## config.mk

```make
export PLATFORM = sky130hd
export DESIGN_NAME = power_converter_startup_sequencer_top
export DESIGN_NICKNAME = d
export VERILOG_FILES = /design/src/sv/pcss_pkg.sv /design/src/sv/power_converter_startup_sequencer_top.sv
export SDC_FILE = /design/constraint.sdc
export NUM_CORES = 1
export LEC_CHECK = 0
export BUFFER_PORTS_ARGS = -buffer_cell sky130_fd_sc_hd__clkbuf_2
export CAP_MARGIN = 30
export CORE_ASPECT_RATIO = 0.5
export CORE_MARGIN = 1.5
export CORE_UTILIZATION = 35
export DETAILED_ROUTE_END_ITERATION = 8
export GPL_TIMING_DRIVEN = 0
export MAX_ROUTING_LAYER = met4
export PLACE_DENSITY_LB_ADDON = 0.15
export SLEW_MARGIN = 20
export SYNTH_ARGS = -nofsm -noshare
export SYNTH_HDL_FRONTEND = slang
export SYNTH_SLANG_ARGS = --single-unit
```

## constraint.sdc

```tcl
create_clock -name clk -period 5.78 [get_ports clk]
set_clock_uncertainty 0.05 [all_clocks]
set_input_delay 1.734 -clock clk [delete_from_list [all_inputs] [get_ports clk]]
set_output_delay 1.734 -clock clk [all_outputs]
set_load 0.005 [all_outputs]
```

## src/sv/pcss_pkg.sv

```systemverilog
// ----------------------------------------------------------------------------
// pcss_pkg
// Shared types and constants for the power converter startup sequencer:
// mode codes, blink timing, register indexes and the stream word layouts.
// ----------------------------------------------------------------------------
`default_nettype none

package pcss_pkg;

  // Configuration register indexes and widths
  localparam int CfgIndexW = 2;
  localparam int CfgDataW  = 16;
  localparam logic [CfgIndexW-1:0] REG_STARTUP_TIMEOUT = 2'd0;
  localparam logic [CfgIndexW-1:0] REG_PLL_TIMEOUT     = 2'd1;
  localparam logic [CfgIndexW-1:0] REG_RETRY_LIMIT     = 2'd2;

  localparam logic [15:0] STARTUP_TIMEOUT_RST = 16'd5000;
  localparam logic [15:0] PLL_TIMEOUT_RST     = 16'd2000;
  localparam logic [7:0]  RETRY_LIMIT_RST     = 8'd3;

  // Mode codes as seen on the result word
  localparam logic [3:0] MODE_POWERON  = 4'd0;
  localparam logic [3:0] MODE_STANDBY  = 4'd1;
  localparam logic [3:0] MODE_PLLLOCK  = 4'd2;
  localparam logic [3:0] MODE_PFCRAMP  = 4'd3;
  localparam logic [3:0] MODE_LLCRAMP  = 4'd4;
  localparam logic [3:0] MODE_RUN      = 4'd5;
  localparam logic [3:0] MODE_FAULT    = 4'd7;
  localparam logic [3:0] MODE_DISABLED = 4'd9;

  // Fault codes
  localparam logic [1:0] FAULT_NONE    = 2'd0;
  localparam logic [1:0] FAULT_PLL     = 2'd1;
  localparam logic [1:0] FAULT_STARTUP = 2'd2;

  // Blink timing: every blink period is a multiple of a 50-tick slot.
  // PLL and LLC toggle every 2 slots, PFC every slot, disabled every 10 slots.
  localparam int SlotTicks     = 50;
  localparam int DisabledSlots = 10;
  localparam int SlotCntW      = $clog2(SlotTicks);
  localparam int SlotMod20W    = $clog2(2 * DisabledSlots);
  localparam logic [SlotCntW-1:0]   SLOT_LAST    = SlotCntW'(SlotTicks - 1);
  localparam logic [SlotMod20W-1:0] SLOT20_LAST  = SlotMod20W'(2 * DisabledSlots - 1);
  localparam logic [SlotMod20W-1:0] SLOT20_HALF  = SlotMod20W'(DisabledSlots);

  localparam int TimeW = 32;

  // Sequencer state, one-hot
  typedef enum logic [7:0] {
    ST_POWERON  = 8'b0000_0001,
    ST_STANDBY  = 8'b0000_0010,
    ST_PLLLOCK  = 8'b0000_0100,
    ST_PFCRAMP  = 8'b0000_1000,
    ST_LLCRAMP  = 8'b0001_0000,
    ST_RUN      = 8'b0010_0000,
    ST_FAULT    = 8'b0100_0000,
    ST_DISABLED = 8'b1000_0000
  } state_t;

  // Input word, lowest field in bit 0 (24 bits)
  typedef struct packed {
    logic [6:0] pad;
    logic       fault_present;
    logic [7:0] retry_attempts;
    logic       fault_latched;
    logic       fault_cleared;
    logic       llc_ramp_done;
    logic       pfc_ramp_done;
    logic       pll_locked;
    logic       adc_cal_valid;
    logic       dll_locked;
    logic       enable_request;
  } in_word_t;

  // Result word, lowest field in bit 0 (16 bits)
  typedef struct packed {
    logic       balance_update;
    logic       relays_off;
    logic [1:0] fault_code;
    logic       ramp_step;
    logic       ramp_begin;
    logic       pll_reset;
    logic       llc_stop;
    logic       pfc_stop;
    logic       pfc_start;
    logic       mode_changed;
    logic       led;
    logic [3:0] mode;
  } out_word_t;

  localparam int InW  = $bits(in_word_t);
  localparam int OutW = $bits(out_word_t);

  // Map a state to its external mode code
  function automatic logic [3:0] mode_code(state_t st);
    logic [3:0] code;
    case (st)
      ST_POWERON:  code = MODE_POWERON;
      ST_STANDBY:  code = MODE_STANDBY;
      ST_PLLLOCK:  code = MODE_PLLLOCK;
      ST_PFCRAMP:  code = MODE_PFCRAMP;
      ST_LLCRAMP:  code = MODE_LLCRAMP;
      ST_RUN:      code = MODE_RUN;
      ST_FAULT:    code = MODE_FAULT;
      ST_DISABLED: code = MODE_DISABLED;
      default:     code = MODE_FAULT;
    endcase
    return code;
  endfunction

endpackage

`default_nettype wire

```

## src/sv/power_converter_startup_sequencer_top.sv

```systemverilog
// ----------------------------------------------------------------------------
// power_converter_startup_sequencer_top
// Mode sequencer for a two-stage converter, advanced by one tick word at a
// time; each tick yields one result word with mode, LED and command strobes.
// ----------------------------------------------------------------------------
// A tick's result word is registered at the edge that accepts it. Throughput:
// one tick per cycle; the next tick is taken while the result register still
// waits, as long as that word leaves in the same cycle.
// Reset: synchronous; clears mode to power-on, the time counter, the enable
// latch and the LED, and loads the register defaults (5000, 2000, 3).
`default_nettype none

module power_converter_startup_sequencer_top (
  input  wire logic                          clk,
  input  wire logic                          rst,
  // configuration write port
  input  wire logic                          cfg_we,
  input  wire logic [pcss_pkg::CfgIndexW-1:0] cfg_index,
  input  wire logic [pcss_pkg::CfgDataW-1:0]  cfg_data,
  // tick stream in
  input  wire logic                          s_tvalid,
  output logic                               s_tready,
  // enable_request, dll_locked, adc_cal_valid, pll_locked, pfc_ramp_done,
  // llc_ramp_done, fault_cleared, fault_latched, retry_attempts[7:0],
  // fault_present, zero fill[6:0]
  input  wire logic [pcss_pkg::InW-1:0]      s_tdata,
  // result stream out
  output logic                               m_tvalid,
  input  wire logic                          m_tready,
  // mode[3:0], led, mode_changed, pfc_start, pfc_stop, llc_stop, pll_reset,
  // ramp_begin, ramp_step, fault_code[1:0], relays_off, balance_update
  output logic [pcss_pkg::OutW-1:0]          m_tdata
);
  import pcss_pkg::*;

  // Configuration registers
  logic [15:0] startup_timeout;
  logic [15:0] pll_timeout;
  logic [7:0]  retry_limit;

  // Sequencer state
  state_t                 state, state_next;
  logic [TimeW-1:0]       time_in_mode, time_in_mode_next;
  logic [SlotCntW-1:0]    slot_tick, slot_tick_next;
  logic [1:0]             slot_mod4, slot_mod4_next;
  logic [SlotMod20W-1:0]  slot_mod20, slot_mod20_next;
  logic                   enable_pending, enable_pending_next;
  logic                   led, led_next;

  in_word_t  tick;
  out_word_t res;
  logic      accept;
  logic      startup_expired;
  logic      pll_expired;
  logic      t_zero;

  assign tick     = in_word_t'(s_tdata);
  assign s_tready = !m_tvalid || m_tready;
  assign accept   = s_tvalid && s_tready;

  // Timeout compares against the 16-bit limits
  assign t_zero          = (time_in_mode == '0);
  assign startup_expired = (time_in_mode[TimeW-1:16] != '0) ||
                           (time_in_mode[15:0] >= startup_timeout);
  assign pll_expired     = (time_in_mode[TimeW-1:16] != '0) ||
                           (time_in_mode[15:0] >= pll_timeout);

  // Mode handler for the current tick
  always_comb begin
    logic pend;
    pend       = enable_pending || tick.enable_request;
    state_next = state;
    led_next   = led;
    enable_pending_next = pend;
    res        = '0;

    case (state)
      ST_POWERON: begin
        led_next = !led;
        if (tick.dll_locked && tick.adc_cal_valid) begin
          state_next = ST_STANDBY;
        end else if (startup_expired) begin
          state_next = ST_DISABLED;
        end
      end
      ST_STANDBY: begin
        led_next = 1'b1;
        if (pend) begin
          enable_pending_next = 1'b0;
          res.pfc_start       = 1'b1;
          res.pll_reset       = 1'b1;
          state_next          = ST_PLLLOCK;
        end
      end
      ST_PLLLOCK: begin
        led_next = !slot_mod4[1];
        if (tick.pll_locked) begin
          state_next = ST_PFCRAMP;
        end else if (pll_expired) begin
          res.fault_code = FAULT_PLL;
          state_next     = ST_FAULT;
        end
      end
      ST_PFCRAMP: begin
        res.ramp_begin = t_zero;
        res.ramp_step  = 1'b1;
        led_next       = !slot_mod4[0];
        if (tick.pfc_ramp_done) begin
          state_next = ST_LLCRAMP;
        end else if (startup_expired) begin
          res.pfc_stop   = 1'b1;
          res.fault_code = FAULT_STARTUP;
          state_next     = ST_FAULT;
        end
      end
      ST_LLCRAMP: begin
        res.ramp_begin = t_zero;
        res.ramp_step  = 1'b1;
        led_next       = !slot_mod4[1];
        if (tick.llc_ramp_done) begin
          state_next = ST_RUN;
        end else if (startup_expired) begin
          res.llc_stop   = 1'b1;
          res.pfc_stop   = 1'b1;
          res.fault_code = FAULT_STARTUP;
          state_next     = ST_FAULT;
        end
      end
      ST_RUN: begin
        res.balance_update = 1'b1;
      end
      ST_FAULT: begin
        led_next = 1'b1;
        if (tick.fault_cleared) begin
          state_next = ST_STANDBY;
        end else if (tick.fault_latched && (tick.retry_attempts > retry_limit)) begin
          state_next = ST_DISABLED;
        end else if (!tick.fault_present) begin
          res.pfc_start = 1'b1;
          state_next    = ST_PLLLOCK;
        end
      end
      ST_DISABLED: begin
        res.relays_off = 1'b1;
        led_next       = (slot_mod20 < SLOT20_HALF);
      end
      default: begin
        state_next = ST_FAULT;
      end
    endcase

    res.mode         = mode_code(state_next);
    res.led          = led_next;
    res.mode_changed = (state_next != state);
  end

  // Time in mode and blink slot counters; restart on mode change or wrap
  always_comb begin
    time_in_mode_next = time_in_mode + TimeW'(1);
    slot_tick_next    = (slot_tick == SLOT_LAST) ? '0 : slot_tick + SlotCntW'(1);
    slot_mod4_next    = slot_mod4;
    slot_mod20_next   = slot_mod20;
    if (slot_tick == SLOT_LAST) begin
      slot_mod4_next  = slot_mod4 + 2'd1;
      slot_mod20_next = (slot_mod20 == SLOT20_LAST) ? '0 : slot_mod20 + SlotMod20W'(1);
    end
    if (res.mode_changed || (time_in_mode_next == '0)) begin
      time_in_mode_next = '0;
      slot_tick_next    = '0;
      slot_mod4_next    = '0;
      slot_mod20_next   = '0;
    end
  end

  // Configuration writes
  always_ff @(posedge clk) begin
    if (rst) begin
      startup_timeout <= STARTUP_TIMEOUT_RST;
      pll_timeout     <= PLL_TIMEOUT_RST;
      retry_limit     <= RETRY_LIMIT_RST;
    end else if (cfg_we) begin
      case (cfg_index)
        REG_STARTUP_TIMEOUT: startup_timeout <= cfg_data[15:0];
        REG_PLL_TIMEOUT:     pll_timeout     <= cfg_data[15:0];
        REG_RETRY_LIMIT:     retry_limit     <= cfg_data[7:0];
        default: ;
      endcase
    end
  end

  // Advance state on each accepted tick
  always_ff @(posedge clk) begin
    if (rst) begin
      state          <= ST_POWERON;
      time_in_mode   <= '0;
      slot_tick      <= '0;
      slot_mod4      <= '0;
      slot_mod20     <= '0;
      enable_pending <= 1'b0;
      led            <= 1'b0;
    end else if (accept) begin
      state          <= state_next;
      time_in_mode   <= time_in_mode_next;
      slot_tick      <= slot_tick_next;
      slot_mod4      <= slot_mod4_next;
      slot_mod20     <= slot_mod20_next;
      enable_pending <= enable_pending_next;
      led            <= led_next;
    end
  end

  // Result register: hold the word until taken
  always_ff @(posedge clk) begin
    if (rst) begin
      m_tvalid <= 1'b0;
    end else if (accept) begin
      m_tvalid <= 1'b1;
    end else if (m_tready) begin
      m_tvalid <= 1'b0;
    end
  end

  always_ff @(posedge clk) begin
    if (accept) begin
      m_tdata <= OutW'(res);
    end
  end

endmodule

`default_nettype wire

```

==> flow_summary.json <==
{
  "status": "completed",
  "drv_slew": 0,
  "power_density_mw_per_mm2": 205.1,
  "period_needed_ps": 4240,
  "most-common-layout-cells": "nand2_1, dfxtp_1, a21oi_1, inv_1, nor2_1",
  "die_area_mm2": 0.02195,
  "vias_per_cell": 5.597,
  "synth_area_per_cell_um2": 8.040,
  "antenna_found_initial": 0,
  "drc": 0,
  "crit_type": "primary input to register",
  "initial_core_util": 0.3579,
  "rsz0062_at_grt": "no",
  "synth_ff_type": "dfxtp_1",
  "cts.root.buffer_cell": "clkbuf_16",
  "rr_endpoint": "slot_mod20[3]$_SDFFE_PP0P_",
  "drt.antenna.violating_nets": 0,
  "track_usage": 0.2237,
  "yosysTopAreaCell": "dfxtp_1",
  "setup_tns_ps": 0,
  "timing.final.crit_share": 0.7335,
  "grt_pass1_wl_mm": 37.36,
  "clockBufferDepth": 2,
  "arrival_ps": 4460,
  "cts_max_level": 3,
  "antenna-diode-count": 0,
  "reg2regPathDepth": 11,
  "crit_path_end": "slot_mod20[3]$_SDFFE_PP0P_",
  "fmax_mhz": 235.9,
  "cts_tree": "built",
  "drt_iter0_drc": 542,
  "worst_setup_path_end_kind": "register",
  "netlist_area_mm2": 0.007357,
  "hold_class": "register to register",
  "yosys_warnings": 0,
  "synth_fp_nets": 1007,
  "worstPathMaxFanout": 10,
  "grt_max_degree": 26,
  "clock_latency_ps": 360,
  "fin_ws_ps": 1540,
  "rrSetupSlack_ps": 1760,
  "cap_viol_max_count": 0,
  "fin_util": 0.4025,
  "clk_pin_slew_ps": 70,
  "final_common_cell": "nand2_1",
  "ctsResizeCount": 0,
  "ys_ff_latch": 112,
  "port_buffers": 56,
  "cts-buffers-inserted": 9,
  "cts_sinks": 112,
  "total_power_mw": 1.697,
  "dr.pass1.iters": 7,
  "netlist_instances": 915,
  "ir_worst_vdd_mv": 0.1184,
  "nets": 1074,
  "async_flop_share": 0,
  "ios": 65,
  "area_growth_syn_to_layout_pct": 12.47,
  "row_count": 37,
  "start_kind": "primary input",
  "tightestPinTransition_ps": 903.4,
  "synth_seq_area_share": 0.3265,
  "die_y_um": 105.5,
  "drive_gt1_frac": 0.1266,
  "grt_overflow_total": 0,
  "wire_per_inst_um": 18.78,
  "setup_violations": 0,
  "synth.top_cell.area_share": 0.2612,
  "worst-endpoint-required_ps": 6000,
  "die_w_um": 208.0,
  "dp_hpwl_mm": 17.74,
  "synth_edf_count": 16,
  "core_area_mm2": 0.02055,
  "hold_viol_final": 0,
  "dp_worst_setup_slack_ps": 1236,
  "cts_setup_buffers": 0,
  "nFillCells": 2179,
  "grt_pass1_vias": 6660,
  "r2r_start": "time_in_mode[0]$_SDFFE_PP0P_",
  "leakage_nw": 3.277,
  "vias": 7052,
  "yosys-top-cells-area": "dfxtp_1, ha_1, edfxtp_1",
  "routabilityCongestion": 0.9239,
  "slew_headroom": 0.3978,
  "holdBufCountCts": 0,
  "ys_types": 77,
  "wl_mm": 23.66,
  "crit_start": "s_tdata[13]"
}
==> layer usage <==
metal	global-route usage	wire, um
met3	0.04023	1180
met5	-	0
met1	0.3271	12370
met4	0.04275	291
met2	0.3200	9826
==> report_power, final <==
part / switching (mW) / internal (mW) / leakage (nW) / total, mW
Sequential: 0.0136 / 0.815 / 0.936 / 0.828
Clock: 0.307 / 0.322 / 0.145 / 0.629
Combinational: 0.161 / 0.0783 / 2.20 / 0.239
Total: 0.482 / 1.22 / 3.28 / 1.70
==> cell families after synthesis <==
family          Yosys count  synth area share
simple gates            403            0.2969
compound gates          205            0.1917
buf+inv                 122           0.07364
flops                   112            0.3265
fa+ha+maj                45           0.07653
xor+xnor                 20           0.02381
mux                       8           0.01088
==> flip-flops by register name, summed over array words and instances (netlist names) <==
name	count
enable_pending	1
led	1
m_tdata	16
m_tvalid	1
pll_timeout	16
retry_limit	8
slot_mod20	5
slot_mod4	2
slot_tick	6
startup_timeout	16
state	8
time_in_mode	32
==> stage by stage <==
| stage | area [um^2] | hold slack [ps] | cells |
|---|---|---|---|
| CTS | 8274 | 407.9 | 1260 |
| floorplan | 7357 | 386.3 | 915 |
| detailed placement | 7980 | 397.3 | 1244 |
| global placement | 7979 | 394.8 | 1244 |
| finish | 8274 | 408.2 | 1260 |
| global route | 8274 | 420.8 | 1260 |
==> synth_stat cells (all sizes together) (18+ instances only) <==
cell and number:
a21oi 69, clkbuf 34, buf 31, and2 18, dfxtp 96, o21ai 24, nor3 26, nand2 118
o211ai 32, nand3 28, nor4 25, nand4 28, inv 57, ha 45, nor2 57
==> worst max-delay path: stages <==
cell and delay (ps):
clkbuf_2 80, ha_1 300, a211o_1 260, a21oi_1 210, a21oi_1 220, a211oi_1 380, or4_4 210, o2111a_1 240
clkbuf_1 540, o211ai_1 180, o31ai_1 100
==> layout make-up <==
type,count,area [um^2],area share
Sequential cell,112,2402,0.2903
Buffer,65,329.1,0.03977
Clock inverter,5,40.04,0.004839
Multi-Input combinational cell,681,4413,0.5333
Inverter,57,214.0,0.02586
Clock buffer,11,254.0,0.03070
Tap cell,273,341.6,0.04128
Timing Repair Buffer,56,280.3,0.03387
==> worst min path at each step <==
stage                                startpoint  depth (start not counted)                                to
6_report            pll_timeout[5]$_SDFFE_PP0P_                          2       pll_timeout[5]$_SDFFE_PP0P_
5_1_grt            pll_timeout[13]$_SDFFE_PP0P_                          2      pll_timeout[13]$_SDFFE_PP0P_
4_1_cts             pll_timeout[5]$_SDFFE_PP0P_                          2       pll_timeout[5]$_SDFFE_PP0P_
3_5_place_dp       pll_timeout[12]$_SDFFE_PP0P_                          2      pll_timeout[12]$_SDFFE_PP0P_
3_3_place_gp   startup_timeout[13]$_SDFFE_PP0P_                          2  startup_timeout[13]$_SDFFE_PP0P_
2_1_floorplan      pll_timeout[11]$_SDFFE_PP0P_                          2      pll_timeout[11]$_SDFFE_PP0P_
Power figures use the tool's default switching activity.
